==> src/hdl/ook_pwm_color_frame_sequencer_top_macros.svh <==
// Assertion helpers for the frame sequencer.
`ifndef OOK_PWM_COLOR_FRAME_SEQUENCER_TOP_MACROS_SVH
`define OOK_PWM_COLOR_FRAME_SEQUENCER_TOP_MACROS_SVH

// Check a property outside reset.
`define OPFS_CHECK(lbl, prop, msg) \
  lbl: assert property (@(posedge clk) disable iff (rst) prop) else $error(msg);

// Check a property at every edge, reset included.
`define OPFS_CHECK_ALWAYS(lbl, prop, msg) \
  lbl: assert property (@(posedge clk) prop) else $error(msg);

`endif

==> src/hdl/opfs_pkg.sv <==
package opfs_pkg;

  localparam int PAYLOAD_COPIES = 2;
  localparam int PRE_ENTRIES    = 8;
  localparam int PAY_ENTRIES    = 114;
  localparam int BIT_ENTRIES    = 112;
  localparam int POS_W          = 8;
  localparam int DUR_W          = 16;

  localparam logic [POS_W-1:0] FRAME_ENTRIES =
    POS_W'(PRE_ENTRIES + PAYLOAD_COPIES * PAY_ENTRIES);

  typedef enum logic {
    OP_LATCH = 1'b0,
    OP_PULL  = 1'b1
  } op_t;

  typedef enum logic [2:0] {
    REG_CHECK_NIBBLE = 3'd0,
    REG_SHORT_PULSE  = 3'd1,
    REG_LONG_PULSE   = 3'd2,
    REG_FRAME_GAP    = 3'd3,
    REG_BLOCK_GAP    = 3'd4
  } reg_index_t;

  typedef struct packed {
    logic             level;
    logic [DUR_W-1:0] duration_us;
    logic             exhausted;
    logic             last_entry;
  } result_t;

endpackage

==> src/hdl/ook_pwm_color_frame_sequencer_top.sv <==
// Channel   Direction  Handshake             Payload
// in        sink       in_valid / in_stall   op, red, green, blue
// out       source     out_valid / out_stall level, duration_us, exhausted, last_entry
// cfg       sink       cfg_valid / cfg_ready cfg_index, cfg_data
//
// One item per cycle when not stalled: a pull decodes the position counter and colour
// store into one entry, registered in the output buffer. A latch gives no result.
// Reset (rst, synchronous) clears the frame state and loads the default pulse timing.
// A two-deep output buffer (result register plus skid register) parts the channels;
// in_stall rises only when the skid register is full, so the input side never waits
// on the output stall combinationally. cfg_ready is always high.
`include "ook_pwm_color_frame_sequencer_top_macros.svh"

module ook_pwm_color_frame_sequencer_top
  import opfs_pkg::*;
(
  input  logic             clk,
  input  logic             rst,
  // input channel
  input  logic             in_valid,
  output logic             in_stall,
  input  logic             op,
  input  logic [3:0]       red,
  input  logic [3:0]       green,
  input  logic [3:0]       blue,
  // result channel
  output logic             out_valid,
  input  logic             out_stall,
  output logic             level,
  output logic [DUR_W-1:0] duration_us,
  output logic             exhausted,
  output logic             last_entry,
  // configuration write channel
  input  logic             cfg_valid,
  output logic             cfg_ready,
  input  logic [2:0]       cfg_index,
  input  logic [DUR_W-1:0] cfg_data
);

  // configuration registers
  logic [3:0]       check_nibble;
  logic [DUR_W-1:0] short_pulse;
  logic [DUR_W-1:0] long_pulse;
  logic [DUR_W-1:0] frame_gap;
  logic [DUR_W-1:0] block_gap;

  // frame state
  logic [11:0]      colour;
  logic [POS_W-1:0] position;
  logic             loaded;

  // output buffer
  result_t          main_res;
  result_t          skid_res;
  logic             skid_valid;

  logic             in_xfer;
  logic             pull;
  logic             out_xfer;
  result_t          entry;
  logic             entry_live;

  assign cfg_ready = 1'b1;
  assign in_stall  = skid_valid;
  assign in_xfer   = in_valid && !in_stall;
  assign pull      = in_xfer && (op == OP_PULL);
  assign out_xfer  = out_valid && !out_stall;

  always_ff @(posedge clk) begin
    if (rst) begin
      check_nibble <= 4'd0;
      short_pulse  <= DUR_W'(200);
      long_pulse   <= DUR_W'(600);
      frame_gap    <= DUR_W'(1600);
      block_gap    <= DUR_W'(5600);
    end else if (cfg_valid && cfg_ready) begin
      case (cfg_index)
        REG_CHECK_NIBBLE: check_nibble <= cfg_data[3:0];
        REG_SHORT_PULSE:  short_pulse  <= cfg_data;
        REG_LONG_PULSE:   long_pulse   <= cfg_data;
        REG_FRAME_GAP:    frame_gap    <= cfg_data;
        REG_BLOCK_GAP:    block_gap    <= cfg_data;
        default: ;  // drop writes to unmapped indexes
      endcase
    end
  end

  // Entry decode. The frame is an 8-entry preamble (bits 0,1,0, stop mark, gap)
  // followed by payload copies of 114 entries: 56 bits as high/low halves,
  // then a short mark and a gap.
  logic [POS_W-1:0] pay_pos;
  logic             second_copy;
  logic [6:0]       q;
  logic [7:0]       pay_byte;
  logic [3:0]       red_n, green_n, blue_n;
  logic             bit_one;
  logic             half_high;
  logic             final_copy;

  assign red_n   = colour[11:8];
  assign green_n = colour[7:4];
  assign blue_n  = colour[3:0];

  always_comb begin
    pay_pos     = position - POS_W'(PRE_ENTRIES);
    second_copy = (pay_pos >= POS_W'(PAY_ENTRIES));
    q           = second_copy ? 7'(pay_pos - POS_W'(PAY_ENTRIES)) : pay_pos[6:0];
    final_copy  = ((int'(second_copy) + 1) >= PAYLOAD_COPIES);

    case (q[6:4])
      3'd0:    pay_byte = 8'hAA;
      3'd1:    pay_byte = 8'hFF;
      3'd2:    pay_byte = {red_n, 4'd0};
      3'd3:    pay_byte = {green_n, 4'd0};
      3'd4:    pay_byte = {blue_n, 4'd0};
      3'd5:    pay_byte = {red_n ^ green_n ^ blue_n ^ check_nibble, check_nibble};
      default: pay_byte = 8'h00;
    endcase

    entry_live = loaded && (position < FRAME_ENTRIES);
    entry      = '0;
    bit_one    = 1'b0;
    half_high  = 1'b0;

    if (!entry_live) begin
      entry.exhausted = 1'b1;
    end else if (position < POS_W'(PRE_ENTRIES)) begin
      // preamble: bit pairs at 0..5, where only the middle bit is a one
      bit_one   = (position[2:1] == 2'd1);
      half_high = !position[0];
      if (position < POS_W'(6)) begin
        entry.level       = half_high;
        entry.duration_us = (bit_one == half_high) ? short_pulse : long_pulse;
      end else if (position == POS_W'(6)) begin
        entry.level       = 1'b1;
        entry.duration_us = short_pulse;
      end else begin
        entry.duration_us = frame_gap;
      end
    end else begin
      bit_one   = pay_byte[3'd7 - q[3:1]];
      half_high = !q[0];
      if (q < 7'(BIT_ENTRIES)) begin
        entry.level       = half_high;
        entry.duration_us = (bit_one == half_high) ? short_pulse : long_pulse;
      end else if (q == 7'(BIT_ENTRIES)) begin
        entry.level       = 1'b1;
        entry.duration_us = short_pulse;
      end else if (final_copy) begin
        entry.duration_us = block_gap;
        entry.last_entry  = 1'b1;
      end else begin
        entry.duration_us = frame_gap;
      end
    end
  end

  // Frame state: a latch rewinds, a pull advances only while entries remain.
  always_ff @(posedge clk) begin
    if (rst) begin
      colour   <= 12'd0;
      position <= '0;
      loaded   <= 1'b0;
    end else if (in_xfer) begin
      if (op == OP_LATCH) begin
        colour   <= {red, green, blue};
        position <= '0;
        loaded   <= 1'b1;
      end else if (entry_live) begin
        position <= position + POS_W'(1);
      end
    end
  end

  // Output buffer: refill from skid on a transfer, park a new result in skid
  // when the result register is held by a stall.
  always_ff @(posedge clk) begin
    if (rst) begin
      out_valid  <= 1'b0;
      skid_valid <= 1'b0;
    end else if (out_xfer || !out_valid) begin
      if (skid_valid) begin
        out_valid  <= 1'b1;
        skid_valid <= 1'b0;
      end else begin
        out_valid  <= pull;
      end
    end else if (pull) begin
      skid_valid <= 1'b1;
    end
  end

  always_ff @(posedge clk) begin
    if (out_xfer || !out_valid) begin
      main_res <= skid_valid ? skid_res : entry;
    end else if (pull) begin
      skid_res <= entry;
    end
  end

  assign level       = main_res.level;
  assign duration_us = main_res.duration_us;
  assign exhausted   = main_res.exhausted;
  assign last_entry  = main_res.last_entry;

  `OPFS_CHECK_ALWAYS(a_reset_empties, rst |=> !out_valid && !skid_valid,
                     "buffer not empty after reset")
  `OPFS_CHECK(a_skid_behind_main, skid_valid |-> out_valid,
              "skid holds data while result register is empty")
  `OPFS_CHECK(a_skid_fill_on_stall, $rose(skid_valid) |-> $past(out_valid && out_stall),
              "skid filled without a stall")
  `OPFS_CHECK(a_position_bound, position <= FRAME_ENTRIES,
              "position ran past the frame")
  `OPFS_CHECK(a_exhausted_entry,
              out_valid && exhausted |-> !level && duration_us == '0 && !last_entry,
              "exhausted entry not the reset entry")

endmodule
==> config.mk <==
export PLATFORM = sky130hd
export DESIGN_NAME = ook_pwm_color_frame_sequencer_top
export DESIGN_NICKNAME = d
export VERILOG_FILES = /design/src/hdl/opfs_pkg.sv /design/src/hdl/ook_pwm_color_frame_sequencer_top.sv
export VERILOG_INCLUDE_DIRS = /design/src /design/src/hdl
export SDC_FILE = /design/constraint.sdc
export NUM_CORES = 1
export LEC_CHECK = 0
export ABC_AREA = 1
export BUFFER_PORTS_ARGS = -buffer_cell sky130_fd_sc_hd__buf_2
export CAP_MARGIN = 30
export CORE_ASPECT_RATIO = 0.75
export CORE_MARGIN = 2
export CORE_UTILIZATION = 65
export CTS_CLUSTER_DIAMETER = 120
export CTS_CLUSTER_SIZE = 40
export DETAILED_ROUTE_END_ITERATION = 6
export GPL_TIMING_DRIVEN = 0
export PLACE_DENSITY_LB_ADDON = 0.12
export RECOVER_POWER = 50
export SETUP_SLACK_MARGIN = 0.05
export SYNTH_ARGS = -nofsm -noshare
export SYNTH_HDL_FRONTEND = slang
export SYNTH_SLANG_ARGS = --single-unit
==> constraint.sdc <==
create_clock -name clk -period 9 [get_ports clk]
set_input_delay 2.25 -clock clk [delete_from_list [all_inputs] [get_ports clk]]
set_output_delay 2.25 -clock clk [all_outputs]
set_load 0.02 [all_outputs]
### After elaboration in Yosys (flattened, before gate mapping)

Cells that the tools add are included.
W data, S select, Z words.

* output and inout port bits: 22
* flip-flop bits (word level): 129

* equal/unequal tests: 15
* multiplexer cells: 25
* order comparisons: 7
* reduce and logical (&&, ||, !) cells: 21
* add/sub/neg operators: 5
* bitwise operators: 5

Operators with widths (count)
* $mux W16: 5
* $mux W17: 4
* $pmux W8 S6: 1
* $mux W19: 1
* $mux W8: 2
* $reduce_and A2 Y1: 8
* $eq A3 B2 Y1 const B: 4
* $xor A4 B4 Y4: 3
* $mux W1: 10
* $eq A3 B3 Y1 const B: 3
* $add A8 B1 Y8 const B: 1
* $eq A8 B3 Y1 const B: 1
* $ge A8 B7 Y1 const B: 1
* $lt A8 B3 Y1 const B: 1
* $lt A8 B4 Y1 const B: 1
* $lt A8 B8 Y1 const B: 1
* $sub A8 B4 Y8 const B: 1
* $eq A7 B7 Y1 const B: 1
* $lt A7 B7 Y1 const B: 1
* $mux W7: 1
* $sub A7 B7 Y7 const B: 1
* $eq A3 B1 Y1 const B: 2
* $logic_not A3 Y1: 2
* $logic_not A1 Y1: 5
* other kinds (12): 17

### Depth between registers and ports, before layout

* depth after elaboration: 13
* gate-level depth with buffers: 31
* depth with buffers taken out: 29

### Worst setup path before layout

Ideal clock, no wire load.

* path kind: input -> register
* start: input port out_stall
* end: register skid_res[0] in the netlist's numbering (enable)
* data arrival time: 4612 ps
* slack: 3944 ps
* setup time: 444 ps
* required time: 8556 ps
* cell stages on the path: 2
* cells stage by stage: nand2_1 nor4_1

* word-level cells in the longest chain between the ends: 5

Ends and longest elaborated chain
* from (decl): RTL line ook_pwm_color_frame_sequencer_top.sv:28 `input logic out_stall,`
* $logic_not A1 Y1: RTL line ook_pwm_color_frame_sequencer_top.sv:67 `assign out_xfer = out_valid && !out_stall;`
* $logic_and A1 B1 Y1: RTL line ook_pwm_color_frame_sequencer_top.sv:67
* $logic_or A1 B1 Y1: RTL line ook_pwm_color_frame_sequencer_top.sv:194 `if (out_xfer || !out_valid) begin`
* $not A1 Y1 (no line)
* $reduce_and A2 Y1 (no line)
* to (signal assigned): RTL line ook_pwm_color_frame_sequencer_top.sv:197 `skid_res <= entry;`
* to (decl): RTL line ook_pwm_color_frame_sequencer_top.sv:54 `result_t skid_res;`

No other way between the ends.
A chain may end at the register's enable or synchronous reset.

### Worst setup path in the final report

* start: register position[3]
* end: register main_res (netlist bit duration_us[0]) (data pin)

* word-level cells in the longest chain between the ends: 13

Ends and longest elaborated chain
* from (decl): RTL line ook_pwm_color_frame_sequencer_top.sv:49 `logic [POS_W-1:0] position;`
* from (signal assigned): RTL line ook_pwm_color_frame_sequencer_top.sv:170 `position <= position + POS_W'(1);`
* $sub A8 B4 Y8: RTL line ook_pwm_color_frame_sequencer_top.sv:105 `pay_pos = position - POS_W'(PRE_ENTRIES);`
* $sub A7 B7 Y7 or $ge A8 B7 Y1 (tied branches): RTL line ook_pwm_color_frame_sequencer_top.sv:107, ook_pwm_color_frame_sequencer_top.sv:106
* $mux W7: RTL line ook_pwm_color_frame_sequencer_top.sv:107 `q = second_copy ? 7'(pay_pos - POS_W'(PAY_ENTRIES)) : pay_pos[6:0];`
* $eq A3 B3 Y1, or another cell as far along: RTL line ook_pwm_color_frame_sequencer_top.sv:110 `case (q[6:4])`
* $pmux W8 S6: RTL line ook_pwm_color_frame_sequencer_top.sv:110
* $bmux W1 S3: RTL line ook_pwm_color_frame_sequencer_top.sv:141 `bit_one = pay_byte[3'd7 - q[3:1]];`
* $mux W1 (not written as such): RTL line ook_pwm_color_frame_sequencer_top.sv:141
* $eq A1 B1 Y1: RTL line ook_pwm_color_frame_sequencer_top.sv:145 `entry.duration_us = (bit_one == half_high) ? short_pulse : long_pulse;`
* $mux W16: RTL line ook_pwm_color_frame_sequencer_top.sv:145
* $mux W17: RTL line ook_pwm_color_frame_sequencer_top.sv:143 `if (q < 7'(BIT_ENTRIES)) begin`
* $mux W17: RTL line ook_pwm_color_frame_sequencer_top.sv:127 `end else if (position < POS_W'(PRE_ENTRIES)) begin`
* $mux W17 (*): RTL line ook_pwm_color_frame_sequencer_top.sv:125 `if (!entry_live) begin`
* $mux W19 (*): RTL line ook_pwm_color_frame_sequencer_top.sv:195 `main_res <= skid_valid ? skid_res : entry;`
* to (signal assigned): RTL line ook_pwm_color_frame_sequencer_top.sv:195
* to (decl): RTL line ook_pwm_color_frame_sequencer_top.sv:53 `result_t main_res;`

Every way passes the cells marked *; elsewhere a longest branch is shown, timed or not. The select of a mux whose other input is x is not followed.

==> metrics.yaml <==
floorplan:
  die_area_um2: 11800
  initial_utilization: 0.660
  die-width_um: 125
  core_um2: 10800
  rows: 33
  fp.dieH_um: 94.6
  io_pins: 59
routing:
  routedWlPerCell_um: 16.5
  ant_nets: 0
  drtIter0Drc: 797
  drc: 0
  drt_pass1_iterations: 5
  wirelength_um: 20100
  via_count: 6989
  viasPerCell: 5.71
yosys:
  ys_seq_area_frac: 0.417
  avgSynthCellArea_um2: 7.16
  synth-seq-cells: 129
  async_flop_share: 0
  synth.net_count: 1040
  yosys-top-cells-area: "dfxtp_1 26%, edfxtp_1 16%, nand2_1 12%, nor2_1 8.0%, o21ai_0 6.5%"
  synthFlopType: "dfxtp_1"
  syn-cell-area_um2: 7110
  yosysWarnings: 0
  synth_top_area_cell: "dfxtp_1"
  synth_cell_types: 43
  synth_edf_count: 38
  synth_cells: 994
  yosysMostFrequentCell: "nand2_1"
  synthTopCellsByCount: "232 x nand2_1, 151 x nor2_1, 92 x o21ai_0, 91 x dfxtp_1, 71 x a21oi_1"
  yosysTopAreaCellShare: 0.256
global_route:
  grt_usage: 0.349
  grt_start_max_net_pins: 23
  antenna_found_initial: 0
  overflow: 0
  grt_pass1_vias: 6276
  grt_pass1_wl_um: 32100
power:
  p_leak_nw: 3.67
  power_density_nw_per_um2: 175
  irDropWorstVdd_mv: 0.204
clocking:
  cts_resized: 0
  htreeDepth: 4
  clock_sinks: 129
  holdBufCountCts: 0
  post_cts_buffers: 0
  clockRootBuffer: "clkbuf_16"
  clk_latency_ns: 0.42
  path_clk_slew_ns: 0.06
  cts.path.max_buffers: 2
  numCtsBuffers: 17
  cts_tree: "done"
sta:
  fin_crit_ns: 4.03
  setup_slack_ns: 4.97
  fmax_ghz: 0.248
  finClkSkew_ns: 0.00933
  finalSetupViolations: 0
  slew_viol_final: 0
  relSlewSlack: 0.312
  fin_setup_tns_ns: 0
  timing.hold.ws_ns: 0.470
  rsz0062_at_grt: "no"
  fin_crit_sh: 0.447
  hold_viol_final: 0
  worstMarginPinSlew_ns: 1.02
worst_hold_path:
  hold_path_depth: 2
  hold_end: "block_gap[6]"
  hp-start: "block_gap[6]"
  hp-class: "flip-flop to flip-flop"
critical_path:
  endpoint_kind: "flip-flop"
  critical_path_arrival_ns: 4.20
  worstPathRequired_ns: 9.17
  reg2reg_depth: 20
  regToRegEndpoint: "duration_us[0]"
  worst-path-max-fanout: 10
  start_kind: "flip-flop"
  r2r_start: "position[3]"
  critPathKind: "flip-flop to flip-flop"
  r2r_slack_ns: 4.97
cells_and_area:
  nets: 1117
  fin_util: 0.754
  area_delta_synth_final_pct: 14.3
  design_area_um2: 8130
  drive_above_1_share: 0.122
  num_antenna_cells: 0
flow_run:
  cap_violations: 0
place:
  pre_cts_ws_ns: 4.53
  gp_congestion: 0.923
  placed_cell_area_um2: 7590
  numPortBuffers: 57
  hpwlAfterDp_um: 14600
run_status:
  status: "complete, no violations"
==> report_power, final <==
group | internal [mW] | switching, mW
Clock | 0.399 | 0.279
Sequential | 0.618 | 0.0165
Combinational | 0.0368 | 0.0765
==> cells by family (layout without fill, tap and decap cells) <==
logic type               Yosys count  after routing  synth area share
XOR/XNOR                          17             17            0.0230
flip-flops                       129            129             0.417
AND/OR/NAND/NOR                  520            520             0.322
adder cells (fa/ha/maj)            9              9            0.0158
AO/OA/AOI/OAI                    198            198             0.152
other                              1              1          0.000527
buffers and inverters            120            209            0.0705
==> flip-flops by register name (all words and copies together), names as in the netlist <==
| signal | cells |
|---|---|
| level | 1 |
| position | 8 |
| check_nibble | 4 |
| skid_res | 19 |
| in_stall | 1 |
| block_gap | 16 |
| exhausted | 1 |
| loaded | 1 |
| last_entry | 1 |
| out_valid | 1 |
| duration_us | 16 |
| short_pulse | 16 |
| frame_gap | 16 |
| long_pulse | 16 |
| colour | 12 |
==> cell usage in the layout, fill, tap and decap left out, types with 3 or more instances in the layout <==
cell	Yosys	layout
nand4_1	6	6
edfxtp_1	38	38
a21boi_1	6	6
nand2_4	6	6
ha_1	9	9
xnor2_1	8	8
nand3_1	70	70
a311oi_1	3	3
nand2_2	24	24
inv_6	0	5
o21ai_0	92	92
buf_2	4	36
nor2_2	6	6
clkbuf_1	38	63
o31ai_1	9	9
a21oi_1	71	71
clkbuf_16	0	18
a211oi_1	9	9
dfxtp_1	91	91
nand2_1	232	232
nand3_2	13	13
xor2_1	7	7
nor3_1	5	5
clkinv_1	6	6
nor2_1	151	151
inv_1	62	64
inv_2	5	3
==> stage by stage <==
| stage | std cells | total power, mW |
|---|---|---|
| 2_1_floorplan | 994 | 0.714 |
| 3_3_place_gp | 1191 | 0.753 |
| 3_5_place_dp | 1192 | 0.757 |
| 4_1_cts | 1223 | 1.42 |
| 5_1_grt | 1223 | 1.46 |
| 6_report | 1223 | 1.43 |
==> final cells by class <==
class,instances,area (um2)
Timing Repair Buffer,58,262
Buffer,46,221
Multi-Input combinational cell,745,3650
Fill cell,865,2650
Sequential cell,129,2960
Clock inverter,13,123
Inverter,74,280
Clock buffer,18,450
Tap cell,140,175
==> per-layer routing <==
metal,track usage,share of wire,wire [um],vias up
met5,0,0,0,-
met1,0.515,0.46,9190,3141
met3,0.0929,0.12,2460,27
met2,0.501,0.41,8220,377
met4,0.102,0.013,260,0
li1,-,-,-,3444
==> worst max-delay path, stage by stage (launching register included) <==
cell      delay (ns)
dfxtp_1         0.49
inv_1           0.22
ha_1            0.38
inv_1           0.11
nand3_2         0.11
nor2_2          0.12
nand2_2         0.10
nand2_4         0.09
buf_12          0.14
nand2_4         0.05
nand2_4         0.11
nand2_2         0.07
nor2_1          0.20
inv_1           0.21
nor2_1          0.44
clkbuf_1        0.38
a21oi_1         0.17
nand2_1         0.14
nand2_1         0.06
nand3_1         0.10
nand2_1         0.07
==> how the worst max path moves through the flow <==
stage	startpoint	to	slack, ns	cells past startpoint
floorplan	out_stall	skid_res[0]	3.94	2
global placement	out_stall	skid_res[11]	3.33	3
detailed placement	out_stall	skid_res[11]	4.53	4
CTS	out_stall	skid_res[13]	4.98	4
global route	position[3]	duration_us[0]	4.69	20
finish	position[3]	duration_us[0]	4.97	20
Power figures use the tool's default switching activity.
